===== config.mk =====
export PLATFORM = sky130hd
export DESIGN_NAME = hsqp_front_flat
export DESIGN_NICKNAME = d
export VERILOG_FILES = /design/src/rtl/hsqp_pkg.sv /design/src/rtl/hsqp_intf.sv /design/src/rtl/hsqp_front.sv /design/src/flat_wrapper.sv
export SDC_FILE = /design/constraint.sdc
export NUM_CORES = 1
export LEC_CHECK = 0
export BUFFER_PORTS_ARGS = -buffer_cell sky130_fd_sc_hd__clkbuf_2
export CAP_MARGIN = 5
export CORE_ASPECT_RATIO = 1.4
export CORE_UTILIZATION = 40
export CTS_BUF_LIST = sky130_fd_sc_hd__clkbuf_8
export DETAILED_ROUTE_END_ITERATION = 10
export SLEW_MARGIN = 20
export SYNTH_ARGS = -nofsm -noshare
export SYNTH_HDL_FRONTEND = slang
export SYNTH_SLANG_ARGS = --single-unit

===== constraint.sdc =====
create_clock -name clk -period 13.8 [get_ports clk]
set_clock_uncertainty 0.05 [all_clocks]
set_input_delay 0 -clock clk [delete_from_list [all_inputs] [get_ports clk]]
set_output_delay 0 -clock clk [all_outputs]
set_load 0.02 [all_outputs]

===== src/rtl/hsqp_pkg.sv =====
// ----------------------------------------------------------------------------
// hsqp_pkg
// shared sizes, codes and queue entry type of the quadratic-probe hash set
// ----------------------------------------------------------------------------
package hsqp_pkg;

	localparam int TABLE_SIZE    = 128;
	localparam int MAX_KEY_CHARS = 8;
	localparam int KEY_W         = 64;
	localparam int CHAR_W        = 8;
	localparam int NUM_CHARS     = KEY_W / CHAR_W;
	localparam int CHAR_IDX_W    = $clog2(NUM_CHARS);
	localparam int IDX_W         = $clog2(TABLE_SIZE);
	localparam int CNT_W         = $clog2(TABLE_SIZE + 1);
	localparam int LOAD_W        = 7;
	localparam int STATUS_W      = 3;
	localparam int HASH_SEED     = 131;
	localparam int PCT_FULL      = 100;
	localparam int LIM_W         = $clog2(TABLE_SIZE * (2 ** LOAD_W));
	localparam int QUEUE_DEPTH   = 2;
	localparam int QPTR_W        = $clog2(QUEUE_DEPTH);
	localparam int QCNT_W        = $clog2(QUEUE_DEPTH + 1);

	localparam logic [LOAD_W-1:0] LOAD_RESET = LOAD_W'(75);

	typedef enum logic {
		CMD_INSERT = 1'b0,
		CMD_FIND   = 1'b1
	} cmd_t;

	typedef enum logic [STATUS_W-1:0] {
		ST_STORED  = 3'd0,
		ST_ALREADY = 3'd1,
		ST_REFUSED = 3'd2,
		ST_LIMIT   = 3'd3,
		ST_LOOKUP  = 3'd4
	} status_t;

	typedef struct packed {
		cmd_t              cmd;
		logic [KEY_W-1:0]  key;
		logic [IDX_W-1:0]  home;
	} qent_t;

endpackage


===== src/rtl/hsqp_intf.sv =====
// ----------------------------------------------------------------------------
// hsqp channel interfaces
// request, response and configuration write channels with valid/ready
// ----------------------------------------------------------------------------
interface hsqp_req_if import hsqp_pkg::*; ();
	logic              valid;
	logic              ready;
	logic              command;
	logic [KEY_W-1:0]  key_chars;

	modport source (output valid, output command, output key_chars, input ready);
	modport sink   (input valid, input command, input key_chars, output ready);
endinterface



===== src/rtl/hsqp_front.sv =====
// ----------------------------------------------------------------------------
// hsqp_front
// accepts a request beat, trims the key and hashes it one character a cycle
// ----------------------------------------------------------------------------
module hsqp_front
	import hsqp_pkg::*;
(
	input  logic         clk,
	input  logic         arst_n,
	hsqp_req_if.sink     req,
	output logic         push_valid,
	input  logic         push_ready,
	output qent_t        push_data
);

	typedef enum logic [1:0] {
		IDLE,
		HASH,
		PUSH
	} state_t;

	state_t                 state_q;
	logic [CHAR_IDX_W-1:0]  char_q;
	logic                   ended_q;
	logic [KEY_W-1:0]       raw_q;
	logic [KEY_W-1:0]       key_q;
	logic [IDX_W-1:0]       hash_q;
	cmd_t                   cmd_q;

	logic [CHAR_W-1:0]      cur_char;
	logic                   ended_now;
	logic [CHAR_W-1:0]      use_char;

	assign cur_char  = raw_q[KEY_W-1 -: CHAR_W];
	assign ended_now = ended_q || (cur_char == '0) || (32'(char_q) >= MAX_KEY_CHARS);
	assign use_char  = ended_now ? '0 : cur_char;

	assign req.ready      = (state_q == IDLE);
	assign push_valid     = (state_q == PUSH);
	assign push_data.cmd  = cmd_q;
	assign push_data.key  = key_q;
	assign push_data.home = hash_q;

	// low bits of the wrapped hash give the slot, the table size being a power of two
	always_ff @(posedge clk or negedge arst_n) begin
		if (!arst_n) begin
			state_q <= IDLE;
			char_q  <= '0;
			ended_q <= 1'b0;
		end else begin
			unique case (state_q)
				IDLE: begin
					if (req.valid) begin
						raw_q   <= req.key_chars;
						cmd_q   <= cmd_t'(req.command);
						key_q   <= '0;
						hash_q  <= '0;
						char_q  <= '0;
						ended_q <= 1'b0;
						state_q <= HASH;
					end
				end
				HASH: begin
					// characters after the end byte leave the hash alone
					if (!ended_now) begin
						hash_q <= IDX_W'(32'(hash_q) * HASH_SEED + 32'(use_char));
					end
					key_q   <= {key_q[KEY_W-CHAR_W-1:0], use_char};
					raw_q   <= raw_q << CHAR_W;
					ended_q <= ended_now;
					char_q  <= char_q + 1'b1;
					if (char_q == CHAR_IDX_W'(NUM_CHARS - 1)) begin
						state_q <= PUSH;
					end
				end
				PUSH: begin
					if (push_ready) begin
						state_q <= IDLE;
					end
				end
				default: state_q <= IDLE;
			endcase
		end
	end

endmodule


===== src/flat_wrapper.sv =====
// flat-port wrapper written by rule: the top's interface ports become plain ports
module hsqp_front_flat import hsqp_pkg::*;
  (clk, arst_n, push_valid, push_ready, push_data, req_valid, req_command, req_key_chars, req_ready);
  hsqp_req_if req_i ();
  input  logic clk;
  input  logic arst_n;
  output logic push_valid;
  input  logic push_ready;
  output qent_t push_data;
  input wire logic [$bits(req_i.valid)-1:0] req_valid;
  input wire logic [$bits(req_i.command)-1:0] req_command;
  input wire logic [$bits(req_i.key_chars)-1:0] req_key_chars;
  output wire logic [$bits(req_i.ready)-1:0] req_ready;
  assign req_i.valid = req_valid;
  assign req_i.command = req_command;
  assign req_i.key_chars = req_key_chars;
  assign req_ready = req_i.ready;
  hsqp_front u_core (.clk(clk), .arst_n(arst_n), .req(req_i), .push_valid(push_valid), .push_ready(push_ready), .push_data(push_data));
endmodule

==> results.py <==
metrics = {
    "finish": {
        "diodes": 0,
        "final_util_pct": 53.9,
        "nFillCells": 1285,
        "areaGrowthSynthToFinish_pct": 30.9,
        "ff_latch_area_mm2": 0.00423,
        "drive_gt1_share_pct": 25.1,
        "fin_nets": 799,
        "multi_input_area_mm2": 0.00176,
    },
    "route": {
        "routed_wl_mm": 12.9,
        "drc": 0,
        "routedWlPerCell_um": 14.1,
        "vias": 4237,
        "viasPerCell": 4.66,
        "drtIter0Drc": 154,
        "antenna_left": 0,
        "firstDrtPassIters": 4,
    },
    "hold_path": {
        "holdPathEnd": "u_core.cmd_q",
        "whs_path_depth": 2,
        "worstHoldStart": "req_command",
        "hold_path.class": "in -> reg",
    },
    "power_and_ir_drop": {
        "ir_drop_v": 0.000103,
        "switching_power_w": 0.000735,
        "p_comb_share_pct": 41.9,
        "powerDensity_mw_per_mm2": 244,
        "pwr-share-clk_pct": 17.1,
        "pwr-share-seq_pct": 41.0,
        "intPower_w": 0.00125,
        "p_leak_nw": 3.56,
        "swShare_pct": 37.1,
    },
    "worst_setup_path": {
        "path_buf_inv": 1,
        "worstPathCellList": "o21ai_0 > nor2_4 > buf_4 > o21a_1",
        "crit_required_ps": 13850,
        "cp_slowest_cell": "buf_4",
        "cp-start-kind": "flop",
        "cp.arrival_ps": 3170,
        "timing_worst_setup_path_type": "reg -> reg",
        "slowest_delay_ps": 850,
        "r2r_slack_ps": 10680,
        "end_kind": "flop",
        "cp_max_fo": 80,
        "worst-r2r-cell-count": 4,
        "r2r-end": "u_core.hash_q[0]",
        "rr_startpoint": "u_core.state_q[0]",
        "cp_top_family": "buffers and inverters",
    },
    "synth": {
        "syn_nets": 589,
        "yosysMostFrequentCell": "nand2_1",
        "synth_edf_count": 136,
        "synth_common_cells": "nand2_1 (171), edfxtp_1 (136), and2_1 (67)",
        "syn_inst": 495,
        "yosysWarningCount": 0,
        "avgSynthCellArea_um2": 12.5,
        "synth_area_leaders": "edfxtp_1 (66%), nand2_1 (10%), and2_1 (6.8%)",
        "async_flop_share_pct": 4.23,
        "synth_area_mm2": 0.00620,
        "yosysSeqAreaShare_pct": 68.3,
        "synth-seq-cells": 142,
        "synth_cell_types": 33,
        "yosysTopAreaCellShare_pct": 65.9,
        "synth_top_area_cell": "edfxtp_1",
        "yosys_most_used_dff": "edfxtp_1",
    },
    "floorplan": {
        "initial_utilization_pct": 41.2,
        "die_h_um": 149,
        "die_x_um": 107,
        "placementRows": 53,
        "io-pin-count": 143,
        "die_area_mm2": 0.0160,
        "core-area_mm2": 0.0151,
    },
    "cts": {
        "cts.hold.buffers_added": 69,
        "cts_tree": "done",
        "clockBufferDepth": 2,
        "h-tree-depth": 4,
        "cts_num_sinks": 142,
        "root_buffer": "clkbuf_8",
        "post-cts-setup-buffers": 0,
        "cts_resized": 0,
        "clock_latency_ps": 430,
        "cts.clk_slew.worst_paths_ps": 80,
        "cts_made_buffers": 17,
    },
    "timing": {
        "setup_viol": 0,
        "relSlewSlack_pct": 32.6,
        "max_freq_ghz": 0.321,
        "finalSetupTns_ps": 0,
        "maxSlewViolCount": 0,
        "worstMarginPinSlew_ps": 1010,
        "final.min_clock_period_ps": 3120,
        "period_share_pct": 22.6,
        "timing_hold_violations_final": 0,
        "rsz0062_at_grt": "false",
    },
    "grt": {
        "grt_pass1_wl_mm": 20.7,
        "grtUsageTotal_pct": 17.1,
        "overflow": 0,
        "grt_max_degree": 81,
        "antenna_found_initial": 0,
        "grt_pass1_vias": 4169,
    },
    "placement": {
        "gp_congestion": 0.784,
        "detailed_place_hpwl_mm": 8.25,
        "numPortBuffers": 142,
    },
    "status": {
        "status": "complete, no violations",
    },
    "flow_run": {
        "cap_violations": 0,
    },
}
## area by class of cell
| cell class | count | share of cell area [%] |
|---|---|---|
| repair buffers | 214 | 17.6 |
| clock inverters | 14 | 2.07 |
| clock buffers | 17 | 2.88 |
| inverters | 15 | 0.694 |
| well taps | 192 | 2.96 |
| flip-flops and latches | 142 | 52.2 |
| multi-input cells | 315 | 21.7 |
## cells in the final DEF (no fill, tap or decap), types with 14 or more instances in the layout
cell and instances:
and2_1 67, clkbuf_2 142, clkbuf_8 17, dlygate4sd3_1 69, edfxtp_1 136, ha_1 20
inv_1 14, nand2_1 171, nor2b_1 16
## cells by family (layout without fill, tap and decap cells)
group           Yosys count  count (layout)  share of synthesized area [%]
fa+ha+maj                25              25                           5.65
xor+xnor                  6               6                          0.848
mux                       1               1                          0.161
simple gates            269             269                           20.0
buf+inv                  38             260                           3.55
compound gates           14              14                           1.43
flops                   142             142                           68.3
## per-layer routing
| layer | wire, µm | part of all wire [%] | track usage (%) |
|---|---|---|---|
| met2 | 6470 | 50 | 29.2 |
| met1 | 5370 | 42 | 20.7 |
| met5 | 0 | 0 | 0 |
| met3 | 794 | 6.2 | 4.06 |
| met4 | 223 | 1.7 | 6.85 |
## how the worst max path moves through the flow
stage / from / slack [ps] / endpoint / depth (start not counted)
floorplan: u_core.state_q[1] / 6740 / u_core.hash_q[0] / 4
global placement: u_core.ended_q / 10800 / u_core.hash_q[6] / 13
detailed placement: u_core.state_q[1] / 10690 / u_core.hash_q[6] / 5
CTS: u_core.state_q[0] / 10680 / u_core.hash_q[0] / 4
global route: u_core.state_q[0] / 10380 / u_core.hash_q[0] / 4
finish: u_core.state_q[0] / 10680 / u_core.hash_q[0] / 4
## worst reg2reg max path: cells and delay by family, from the launching register on
family / cells / cell delay [ps]
AOI/OAI and AO/OA: 2 / 820
buffers and inverters: 1 / 850
DFF: 1 / 510
and+or+nand+nor: 1 / 550
## state kept, by name (all words and copies together), names as in the netlist
register and flops:
u_core.char_q 3, u_core.cmd_q 1, u_core.ended_q 1, u_core.hash_q 7, u_core.key_q 64, u_core.raw_q 64, u_core.state_q 2
## through the flow
stage / instances / power (W) / worst slack (ps) / area (µm²) / hold WS (ps)
2_1_floorplan: 495 / 0.00145 / 6740 / 6200 / -346
3_3_place_gp: 809 / 0.00162 / 10800 / 7020 / -203
3_5_place_dp: 809 / 0.00165 / 10690 / 7020 / -199
4_1_cts: 909 / 0.00202 / 10680 / 8110 / 214
5_1_grt: 909 / 0.00216 / 10380 / 8110 / 227
6_report: 909 / 0.00198 / 10680 / 8110 / 237
## power groups by stage
stage               combinational, W  sequential [W]  clock [W]
CTS                         0.000852        0.000816   0.000347
floorplan                   0.000533        0.000915          0
detailed placement          0.000830        0.000824          0
global route                0.000959        0.000832   0.000366
global placement            0.000806        0.000816          0
finish                      0.000832        0.000813   0.000338
No activity file was read; power rests on OpenSTA's default activity.
