===== config.mk =====
export PLATFORM = sky130hd
export DESIGN_NAME = hsqp_queue
export DESIGN_NICKNAME = d
export VERILOG_FILES = /design/src/rtl/hsqp_pkg.sv /design/src/rtl/hsqp_queue.sv
export SDC_FILE = /design/constraint.sdc
export NUM_CORES = 1
export LEC_CHECK = 0
export ABC_CLOCK_PERIOD_IN_PS = 4540
export BUFFER_PORTS_ARGS = -buffer_cell sky130_fd_sc_hd__buf_2
export CAP_MARGIN = 20
export CORE_MARGIN = 8
export CORE_UTILIZATION = 52
export DETAILED_ROUTE_END_ITERATION = 16
export PLACE_DENSITY = 0.79
export RECOVER_POWER = 50
export SLEW_MARGIN = 20
export SYNTH_ARGS = -nofsm -noshare
export SYNTH_HDL_FRONTEND = slang
export SYNTH_SLANG_ARGS = --single-unit

===== constraint.sdc =====
create_clock -name clk -period 4.54 [get_ports clk]
set_clock_uncertainty 0.05 [all_clocks]
set_input_delay 0.908 -clock clk [delete_from_list [all_inputs] [get_ports clk]]
set_output_delay 0.908 -clock clk [all_outputs]
set_load 0.005 [all_outputs]

===== src/rtl/hsqp_pkg.sv =====
// ----------------------------------------------------------------------------
// hsqp_pkg
// shared sizes, codes and queue entry type of the quadratic-probe hash set
// ----------------------------------------------------------------------------
package hsqp_pkg;

	localparam int TABLE_SIZE    = 128;
	localparam int MAX_KEY_CHARS = 8;
	localparam int KEY_W         = 64;
	localparam int CHAR_W        = 8;
	localparam int NUM_CHARS     = KEY_W / CHAR_W;
	localparam int CHAR_IDX_W    = $clog2(NUM_CHARS);
	localparam int IDX_W         = $clog2(TABLE_SIZE);
	localparam int CNT_W         = $clog2(TABLE_SIZE + 1);
	localparam int LOAD_W        = 7;
	localparam int STATUS_W      = 3;
	localparam int HASH_SEED     = 131;
	localparam int PCT_FULL      = 100;
	localparam int LIM_W         = $clog2(TABLE_SIZE * (2 ** LOAD_W));
	localparam int QUEUE_DEPTH   = 2;
	localparam int QPTR_W        = $clog2(QUEUE_DEPTH);
	localparam int QCNT_W        = $clog2(QUEUE_DEPTH + 1);

	localparam logic [LOAD_W-1:0] LOAD_RESET = LOAD_W'(75);

	typedef enum logic {
		CMD_INSERT = 1'b0,
		CMD_FIND   = 1'b1
	} cmd_t;

	typedef enum logic [STATUS_W-1:0] {
		ST_STORED  = 3'd0,
		ST_ALREADY = 3'd1,
		ST_REFUSED = 3'd2,
		ST_LIMIT   = 3'd3,
		ST_LOOKUP  = 3'd4
	} status_t;

	typedef struct packed {
		cmd_t              cmd;
		logic [KEY_W-1:0]  key;
		logic [IDX_W-1:0]  home;
	} qent_t;

endpackage


===== src/rtl/hsqp_queue.sv =====
// ----------------------------------------------------------------------------
// hsqp_queue
// short fifo of hashed requests between front and back
// ----------------------------------------------------------------------------
module hsqp_queue
	import hsqp_pkg::*;
(
	input  logic   clk,
	input  logic   arst_n,
	input  logic   push_valid,
	output logic   push_ready,
	input  qent_t  push_data,
	output logic   pop_valid,
	input  logic   pop_ready,
	output qent_t  pop_data
);

	qent_t               ent_q [QUEUE_DEPTH];
	logic [QPTR_W-1:0]   wr_ptr_q;
	logic [QPTR_W-1:0]   rd_ptr_q;
	logic [QCNT_W-1:0]   cnt_q;
	logic                do_push;
	logic                do_pop;

	assign push_ready = (cnt_q != QCNT_W'(QUEUE_DEPTH));
	assign pop_valid  = (cnt_q != '0);
	assign pop_data   = ent_q[rd_ptr_q];
	assign do_push    = push_valid && push_ready;
	assign do_pop     = pop_valid && pop_ready;

	always_ff @(posedge clk) begin
		if (do_push) begin
			ent_q[wr_ptr_q] <= push_data;
		end
	end

	always_ff @(posedge clk or negedge arst_n) begin
		if (!arst_n) begin
			wr_ptr_q <= '0;
			rd_ptr_q <= '0;
			cnt_q    <= '0;
		end else begin
			if (do_push) begin
				wr_ptr_q <= (32'(wr_ptr_q) == QUEUE_DEPTH - 1) ? '0 : wr_ptr_q + 1'b1;
			end
			if (do_pop) begin
				rd_ptr_q <= (32'(rd_ptr_q) == QUEUE_DEPTH - 1) ? '0 : rd_ptr_q + 1'b1;
			end
			if (do_push && !do_pop) begin
				cnt_q <= cnt_q + 1'b1;
			end else if (do_pop && !do_push) begin
				cnt_q <= cnt_q - 1'b1;
			end
		end
	end

endmodule


==> results.tsv, run 1 <==
stage	metric	value	unit
route	ant_nets	0	
cells_and_area	fill_cells	758	
setup_path	cp.required	4.54	ns
pwr	powerDensity	673	mW/mm^2
synthesis	ys_seq_area_share	77.1	%
cts	postCtsSetupRepairBufs	0	
place	io_buffers	149	
cts	cts_resized	0	
die	initial_core_util	53.2	%
setup_path	critPathLaunch	cnt_q[0]	
route	wl_per_cell	18.1	um
pwr	p_sw	0.00123	W
synthesis	ys_ff_latch	148	
route	drt_iter0_markers	130	
cts	cts_root_buf	clkbuf_8	
sta	max_freq	0.275	GHz
synthesis	syn_inst	242	
cts	clk_pin_slew	0.06	ns
route	routed_wl	10100	um
sta	worstMarginPinSlew	3.35	ns
grt	grt_overflow	0	
grt	grt_max_degree	73	
synthesis	syn-num-nets	319	
sta	fin_setup_tns	0	ns
die	dieHeight	121	um
sta	finalCriticalPeriod	3.64	ns
place	hpwlAfterDp	6870	um
pwr	power_leakage	2.81	nW
cts	cts_htree_levels	4	
route	dr.pass1.iters	4	
pwr	netSwitchingFraction	25.6	%
cells_and_area	nets	481	
pwr	seq_power_share	42.9	%
sta	timing.slew.headroom	-123	%
sta	slew_violations	92	
die	fp.dieW	121	um
synthesis	ys.warnings.count	0	
grt	antenna_found_initial	0	
cts	numCtsBuffers	17	
die	io_pins	150	
cells_and_area	layout_common_cells	144 x edfxtp_1, 113 x buf_2, 69 x mux2_4	
cts	cts_sinks	148	
cells_and_area	area_growth	24.3	%
status	violations	max-capacitance violations, max-slew violations	
die	core	0.0108	mm^2
route	vias	2726	
synthesis	synth_area	0.00574	mm^2
sta	finalCritPeriodShare	80.2	%
place	gp_congestion	0.667	
sta	rsz0062_at_grt	no	
setup_path	startpoint_type	register	
run	maxCapViolCount	2	
die	die_area	0.0147	mm^2
cells_and_area	drive_above_1_share	52.3	%
sta	finalSetupViolations	0	
sta	timing.hold.ws	0.174	ns
grt	grt_pass1_vias	2937	
pwr	p_comb_share	26.7	%
min_path	holdCritPathClass	in -> async	
cts	cts_hold_buf	0	
cts	clk_latency	0.51	ns
die	std_cell_rows	38	
cts	cts_tree	built	
setup_path	worstPathArrival	3.64	ns
grt	grt_pass1_wl	15000	um
cells_and_area	antenna_cells	0	
pwr	power.clock.fraction	30.4	%
route	via_per_inst	4.89	
cts	clockBufferDepth	2	
cells_and_area	final_common_cell	edfxtp_1	
sta	finalHoldViolCount	0	
synthesis	syn_area_per_cell	23.7	um^2
pwr	intPower	0.00357	W
route	remaining_drc_errors	0	
setup_path	worstSetupPathType	reg -> reg	
setup_path	crit_path_max_fanout	72	
grt	grt.total_usage	13.6	%
synthesis	yosys.cell_types.count	15	
setup_path	end_kind	register	
setup_path	r2r-start	cnt_q[0]	
pwr	vdd_ir_drop_max	705	uV
status	status	complete, but fails checks	
==> power by group through the flow <==
stage                     clock network, W  logic [W]  registers, W
after floorplan                          0    0.00104       0.00197
after global placement                   0    0.00131       0.00206
after detailed placement                 0    0.00132       0.00208
after CTS                          0.00148    0.00133       0.00205
after global routing               0.00154    0.00138       0.00209
final                              0.00146    0.00128       0.00206
==> final timing paths <==
check / end / slack, ns / depth (start not counted)
worst max-delay path: ent_q[1][67] / 0.90 / 2
worst min-delay path: wr_ptr_q / 0.17 / 1
worst max register to register: ent_q[1][67] / 0.90 / 2
worst min register to register: cnt_q[1] / 0.45 / 1
max in group asynchronous: rd_ptr_q / 4.04 / 1
min in group clk: cnt_q[1] / 0.45 / 1
==> registers in the layout (all words and copies together) (netlist names) <==
register / cells
ent_q: 144
cnt_q: 2
rd_ptr_q: 1
wr_ptr_q: 1
==> Yosys cell counts <==
master	instances	area [um^2]
nand2_1	2	7.51
ha_1	1	12.5
inv_1	1	3.75
dfrtp_1	4	100
xor2_1	2	17.5
edfxtp_1	144	4320
nand2b_1	1	6.26
mux2_4	69	1040
or2_1	1	6.26
buf_6	1	11.3
and3_1	1	6.26
nor2_1	2	7.51
xnor2_1	3	26.3
mux2_2	3	33.8
buf_12	7	140
==> layout make-up <==
class / count / area (um^2) / area share (%)
clock inverter: 15 / 213 / 2.98
timing repair buffer: 151 / 741 / 10.4
clock buffer: 17 / 414 / 5.80
tap: 140 / 175 / 2.46
inverter: 1 / 3.75 / 0.0526
sequential: 148 / 4430 / 62.1
multi-input combinational: 85 / 1160 / 16.3
==> layer usage <==
layer / GRT usage [%] / wire length [um]
met3: 6.28 / 922
met1: 15.5 / 4180
met5: 0 / 0
met4: 5.62 / 89
met2: 21.8 / 4910
==> stage by stage <==
| stage | utilization [%] | setup WS [ns] | total power (W) | instances | area (um^2) |
|---|---|---|---|---|---|
| 6_report | 66.1 | 0.900 | 0.00480 | 557 | 7130 |
| 5_1_grt | 66.1 | 0.621 | 0.00501 | 557 | 7130 |
| 4_1_cts | 66.6 | 1.25 | 0.00486 | 557 | 7190 |
| 3_5_place_dp | 60.8 | 1.83 | 0.00340 | 525 | 6570 |
| 3_3_place_gp | 60.8 | 1.82 | 0.00337 | 525 | 6570 |
| 2_1_floorplan | - | 1.19 | 0.00301 | 242 | 5740 |
==> kinds of logic after synthesis <==
family | share of synthesized area, %
xor+xnor | 0.763
fa+ha+maj | 0.218
buf+inv | 2.70
flops | 77.1
mux | 18.6
simple gates | 0.589
==> worst max-delay path, stage by stage, from the launching register on <==
cell and delay (ns):
dfrtp_1 0.41, nand2b_1 0.17, and3_1 2.43
Note: power is estimated with default switching activity, not from simulation.
==> run 2: changes to the inputs <==
Settings changed: ABC_CLOCK_PERIOD_IN_PS 4540 to 2920, CORE_UTILIZATION 52 to 47, PLACE_DENSITY 0.79 to 0.75.
Clock period 4.54 ns to 2.92 ns, I/O delays scaled along.
==> run 2 against run 1 <==
The run now ends clean. Register-to-register slack improved by 0.13 ns. Final cell count rose by 2.2%. Non-clock buffer count is 5 higher. Sequential cell count unchanged. Worst setup slack lost 0.52 ns. Utilization down 6.3 points. Combinational power up 66%. Largest cell class unchanged. Largest power group unchanged.
==> results.tsv, run 2 (same netlist as run 1, synthesis figures left out) <==
stage	metric	value	unit	change
status	status	finished, final reports clean		
sta	finalCriticalPeriod	2.54	ns	
cts	clk_latency	0.41	ns	-0.10 ns
setup_path	startpoint_type	register		
pwr	power.clock.fraction	28.5	%	-1.9 points
cts	cts_root_buf	clkbuf_16		
cts	cts_sinks	148		unchanged
cells_and_area	final_common_cell	edfxtp_1		
die	fp.dieW	127	um	+4.5%
setup_path	worstPathArrival	1.90	ns	-1.74 ns
pwr	power_leakage	2.82	nW	about the same
setup_path	r2r-start	cnt_q[0]		
grt	antenna_found_initial	0		unchanged
cts	clockBufferDepth	2		unchanged
route	remaining_drc_errors	0		unchanged
die	die_area	0.0160	mm^2	+9.2%
min_path	holdCritPathClass	in -> reg		
sta	finalSetupViolations	0		unchanged
cells_and_area	antenna_cells	0		unchanged
sta	worstMarginPinSlew	0.782	ns	-2.57 ns
route	wl_per_cell	18.3	um	+1.2%
grt	grt_pass1_vias	3060		+4.2%
cells_and_area	area_growth	24.6	%	
pwr	seq_power_share	42.5	%	-0.4 points
cells_and_area	largestRegisters	ent_q x144, cnt_q x2		
setup_path	end_kind	primary output		
sta	finalCritPeriodShare	86.8	%	
pwr	powerDensity	1020	mW/mm^2	+52%
grt	grt_pass1_wl	16200	um	+7.9%
place	dp_worst_setup_slack	0.804	ns	-1.03 ns
cells_and_area	top_register	ent_q		
pwr	p_comb_share	29.0	%	+2.3 points
die	dieHeight	127	um	+4.5%
cts	numCtsBuffers	17		unchanged
setup_path	regToRegEndpoint	ent_q[0][11]		
sta	slew_violations	0		-100%
grt	grt_overflow	0		unchanged
sta	worst_slack	0.385	ns	-0.516 ns
setup_path	worstSetupPathType	reg -> out		
setup_path	ff2ff_setup_slack	1.03	ns	+0.13 ns
min_path	min_from	push_data[49]		
setup_path	ff2ff_path_depth	4		+2
cells_and_area	regArea	0.00443	mm^2	unchanged
cts	clk_pin_slew	0.06	ns	about the same
route	vias	2742		+0.59%
grt	grt.total_usage	13.5	%	-0.16 points
route	ant_nets	0		unchanged
pwr	vdd_ir_drop_max	728	uV	+3.3%
pwr	p_sw	0.00190	W	+55%
place	io_buffers	149		unchanged
grt	grt_max_degree	44		-40%
pwr	netSwitchingFraction	25.9	%	+0.35 points
route	dr.pass1.iters	4		unchanged
die	io_pins	150		unchanged
min_path	hold_path_end	ent_q[0][49]		
cells_and_area	design_area	0.00715	mm^2	+0.23%
cells_and_area	layout_common_cells	144 x edfxtp_1, 112 x buf_2, 69 x mux2_4		
min_path	hold_depth	1		
place	place_inst	536		+2.1%
cells_and_area	stdcell_count	569		+2.2%
route	routed_wl	10400	um	+3.4%
route	via_per_inst	4.82		-1.5%
place	hpwlAfterDp	7330	um	+6.7%
cts	cts_tree	built		
cells_and_area	largest_register_ffs	144		unchanged
die	core	0.0120	mm^2	+11%
pwr	design_power_total	0.00733	W	+53%
place	placed_cell_area	0.00662	mm^2	+0.78%
setup_path	cp.required	2.29	ns	-2.25 ns
setup_path	crit_path_max_fanout	18		-75%
route	drt_iter0_markers	106		-18%
cts	cts_resized	0		unchanged
die	initial_core_util	48.0	%	-5.2 points
pwr	intPower	0.00543	W	+52%
cells_and_area	fill_cells	897		+18%
sta	timing.slew.headroom	47.9	%	+170 points
die	std_cell_rows	40		+5.3%
sta	fin_setup_tns	0	ns	unchanged
sta	rsz0062_at_grt	no		
sta	max_freq	0.394	GHz	
sta	finalHoldViolCount	0		unchanged
place	gp_congestion	0.715		+7.2%
cells_and_area	drive_above_1_share	51.9	%	-0.38 points
cts	cts_htree_levels	4		unchanged
run	maxCapViolCount	0		-2
cells_and_area	nets	486		+1.0%
cells_and_area	multi_input_area	0.00117	mm^2	+1.1%
-- run 2: cell types whose count changed in the layout (fill, tap and decap cells not counted), sizes merged --
| cell | previous run | this run |
|---|---|---|
| dlygate4sd3 | 0 | 1 |
| bufinv | 5 | 3 |
| clkbuf | 53 | 57 |
| buf | 115 | 117 |
| clkinv | 7 | 8 |
| clkinvlp | 3 | 2 |
-- run 2: metal layers --
metal	GRT usage [%]	routed length, um	vias up	share of wire, %
met3	6.54	887	17	8.5
met5	0	0	-	0
li1	-	-	1292	-
met1	13.5	3870	1341	37
met2	23.0	5470	92	52
met4	6.65	208	0	2.0
-- run 2: metrics by stage --
step | util, % | hold WS (ns)
finish | 59.8 | 0.305
global route | 59.8 | 0.287
CTS | 60.2 | 0.288
detailed placement | 55.3 | 0.348
global placement | 55.3 | 0.344
floorplan | - | 0.238
-- run 2: what timing repair did --
action	in CTS	in global routing
buffers inserted	0	0
hold buffers	1	0
setup endpoints to repair	0	0
endpoints found under the hold margin	4	0
-- run 2: power groups by stage --
| stage | logic (W) | clock network [W] | registers [W] |
|---|---|---|---|
| floorplan | 0.00162 | 0 | 0.00306 |
| CTS | 0.00220 | 0.00213 | 0.00312 |
| detailed placement | 0.00219 | 0 | 0.00316 |
| global placement | 0.00216 | 0 | 0.00314 |
| finish | 0.00213 | 0.00209 | 0.00311 |
| global route | 0.00231 | 0.00222 | 0.00316 |
-- run 2: worst max path at each step --
stage,startpoint,to,slack [ns],depth (start not counted)
global placement,rd_ptr_q,pop_data[26],0.83,3
finish,rd_ptr_q,pop_data[49],0.38,3
detailed placement,rd_ptr_q,pop_data[26],0.80,3
floorplan,push_valid,ent_q[1][0],0.12,1
CTS,rd_ptr_q,pop_data[26],0.35,3
global route,rd_ptr_q,pop_data[48],0.31,3
-- run 2: area by class of cell --
type | count | area share (%)
multi-input cells | 85 | 16.4
well taps | 147 | 2.57
flip-flops and latches | 148 | 61.9
clock buffers | 19 | 6.05
repair buffers | 156 | 11.0
inverters | 1 | 0.0525
clock inverters | 13 | 1.96
-- run 2: worst max-delay path, cell delays in order (launching register included) --
cell and delay [ns]:
dfrtp_4 0.65, buf_4 0.36, mux2_4 0.33, buf_2 0.13
==> run 3: changes to the inputs <==
==> constraint.sdc (replaced) <==
create_clock -name clk -period 2.92 [get_ports clk]
set_clock_uncertainty 0.05 [all_clocks]
set_input_delay 0 -clock clk [delete_from_list [all_inputs] [get_ports clk]]
set_output_delay 0 -clock clk [all_outputs]
set_load 0.1 [all_outputs]
==> run 3 against run 2 <==
Utilization is 6.1 points higher. Global-route usage rose by 1.5 points. Critical path type unchanged. Final area grew 10%. Non-clock buffer count up 75. Routed wire length increased by 13%. Sequential cell count stayed put. Critical path depth did not move. First-iteration DRC count grew 58%. Via count up 12%. Hold slack worse by 0.039 ns. Worst setup slack improved by 0.22 ns. Die area unchanged.
==> results.tsv, run 3 (same netlist as run 1, synthesis figures left out) <==
stage	metric	value	unit	change
cts	cts_root_buf	clkbuf_16		
setup_path	cp.required	2.87	ns	+0.58 ns
cells_and_area	antenna_cells	0		unchanged
grt	antenna_found_initial	0		unchanged
sta	worstMarginPinSlew	1.18	ns	+0.397 ns
status	status	finished, final reports clean		
die	io_pins	150		unchanged
cells_and_area	final_common_cell	edfxtp_1		
cells_and_area	multi_input_area	0.00117	mm^2	+0.21%
route	vias	3070		+12%
sta	fin_setup_tns	0	ns	unchanged
sta	finalCritPeriodShare	79.3	%	-7.6 points
grt	grt.total_usage	14.9	%	+1.5 points
die	dieHeight	127	um	unchanged
cells_and_area	drive_above_1_share	40.6	%	-11 points
setup_path	worstSetupPathType	reg -> out		
grt	grt_pass1_wl	18100	um	+12%
cells_and_area	largestRegisters	ent_q x144, cnt_q x2		
sta	timing.slew.headroom	21.7	%	-26 points
route	dr.pass1.iters	4		unchanged
cts	cts_resized	0		unchanged
die	std_cell_rows	40		unchanged
grt	grt_max_degree	41		-6.8%
min_path	holdCritPathClass	in -> reg		
setup_path	worstPathArrival	2.26	ns	+0.36 ns
cells_and_area	regArea	0.00443	mm^2	unchanged
cells_and_area	largest_register_ffs	144		unchanged
sta	finalSetupViolations	0		unchanged
grt	grt_busiest_layer	met2		
cells_and_area	layout_common_cells	144 x edfxtp_1, 91 x buf_2, 76 x dlygate4sd3_1		
run	maxCapViolCount	0		unchanged
setup_path	end_kind	primary output		
cts	cts_sinks	148		unchanged
cells_and_area	top_register	ent_q		
route	wl_per_cell	18.3	um	-0.23%
setup_path	startpoint_type	register		
cts	postCtsSetupRepairBufs	0		unchanged
route	routed_wl	11800	um	+13%
die	initial_core_util	48.0	%	unchanged
sta	slew_violations	0		unchanged
die	core	0.0120	mm^2	unchanged
sta	max_freq	0.432	GHz	+9.5%
cts	clk_latency	0.41	ns	about the same
place	gp_congestion	0.669		-6.5%
sta	finalHoldViolCount	0		unchanged
cells_and_area	fill_cells	852		-5.0%
grt	grtUsageMet2	27.2	%	+4.2 points
cts	clk_pin_slew	0.06	ns	about the same
sta	finalCriticalPeriod	2.31	ns	-0.221 ns
cts	cts_tree	built		
route	drt_iter0_markers	167		+58%
grt	grt.met3_usage	5.74	%	-0.80 points
cells_and_area	area_growth	37.3	%	
sta	rsz0062_at_grt	no		
cts	cts_htree_levels	4		unchanged
grt	grt_util_met1	14.9	%	+1.4 points
route	remaining_drc_errors	0		unchanged
die	die_area	0.0160	mm^2	unchanged
cts	clockBufferDepth	2		unchanged
place	io_buffers	149		unchanged
grt	grt_overflow	0		unchanged
route	via_per_inst	4.77		-1.1%
die	fp.dieW	127	um	unchanged
route	ant_nets	0		unchanged
setup_path	crit_path_max_fanout	29		+11
cells_and_area	nets	561		+15%
cts	numCtsBuffers	17		unchanged
grt	grt_pass1_vias	3449		+13%
place	hpwlAfterDp	7360	um	+0.34%
[run 3: cell count changes in the layout (fill, tap and decap cells not counted)]
| cell | delta |
|---|---|
| buf_2 | -21 |
| nand2b_1 | -1 |
| buf_4 | +2 |
| clkbuf_1 | +18 |
| dlygate4sd3_1 | +75 |
| clkinvlp_4 | -2 |
| buf_12 | -2 |
| clkbuf_2 | +3 |
| nand2b_2 | +1 |
| bufinv_16 | +1 |
| clkinv_4 | +1 |
[run 3: stage by stage]
stage,utilization (%),setup slack (ns),hold slack (ns),cell area [um^2],instances
after floorplan,-,0.224,-0.346,5750,242
after global placement,55.1,1.05,-0.239,6590,536
after detailed placement,55.1,1.00,-0.229,6590,536
after CTS,66.5,0.556,0.242,7950,644
after global routing,65.9,0.507,0.254,7880,644
final,65.9,0.606,0.266,7880,644
[run 3: layer usage]
layer	share of wire, %	wire length (um)	vias to the layer above
li1	-	-	1438
met1	36	4240	1513
met2	54	6400	103
met3	8.1	956	16
met4	1.6	183	0
met5	0	0	-
[run 3: worst paths after layout]
kind | startpoint | slack, ns | end | cells past startpoint
worst max-delay path | rd_ptr_q | 0.61 | pop_data[8] | 3
worst min-delay path | push_data[24] | 0.27 | ent_q[0][24] | 2
worst max register to register | cnt_q[0] | 0.98 | ent_q[0][39] | 4
worst min register to register | cnt_q[1] | 0.48 | cnt_q[1] | 1
max in group asynchronous | arst_n | 2.13 | rd_ptr_q | 3
min in group asynchronous | arst_n | 0.48 | cnt_q[0] | 3
[run 3: cell type report]
class	count	area share, %
Clock buffer	19	5.49
Clock inverter	13	2.08
Inverter	1	0.0476
Multi-Input combinational cell	85	14.9
Sequential cell	148	56.2
Tap cell	147	2.33
Timing Repair Buffer	231	18.9
[run 3: critical path, cell delays in order (launching register included)]
cell and delay (ns):
dfrtp_4 0.79, buf_4 0.40, mux2_4 0.21, buf_2 0.42
[run 3: timing repair]
action,CTS,global route
hold buffers,76,0
hold endpoints to repair,150,0
endpoints found under the setup margin,0,0
Power of run 3 is left out: the tool's default activity adds up to more than one toggle a clock period on the data nets, which glitch-free logic cannot reach.
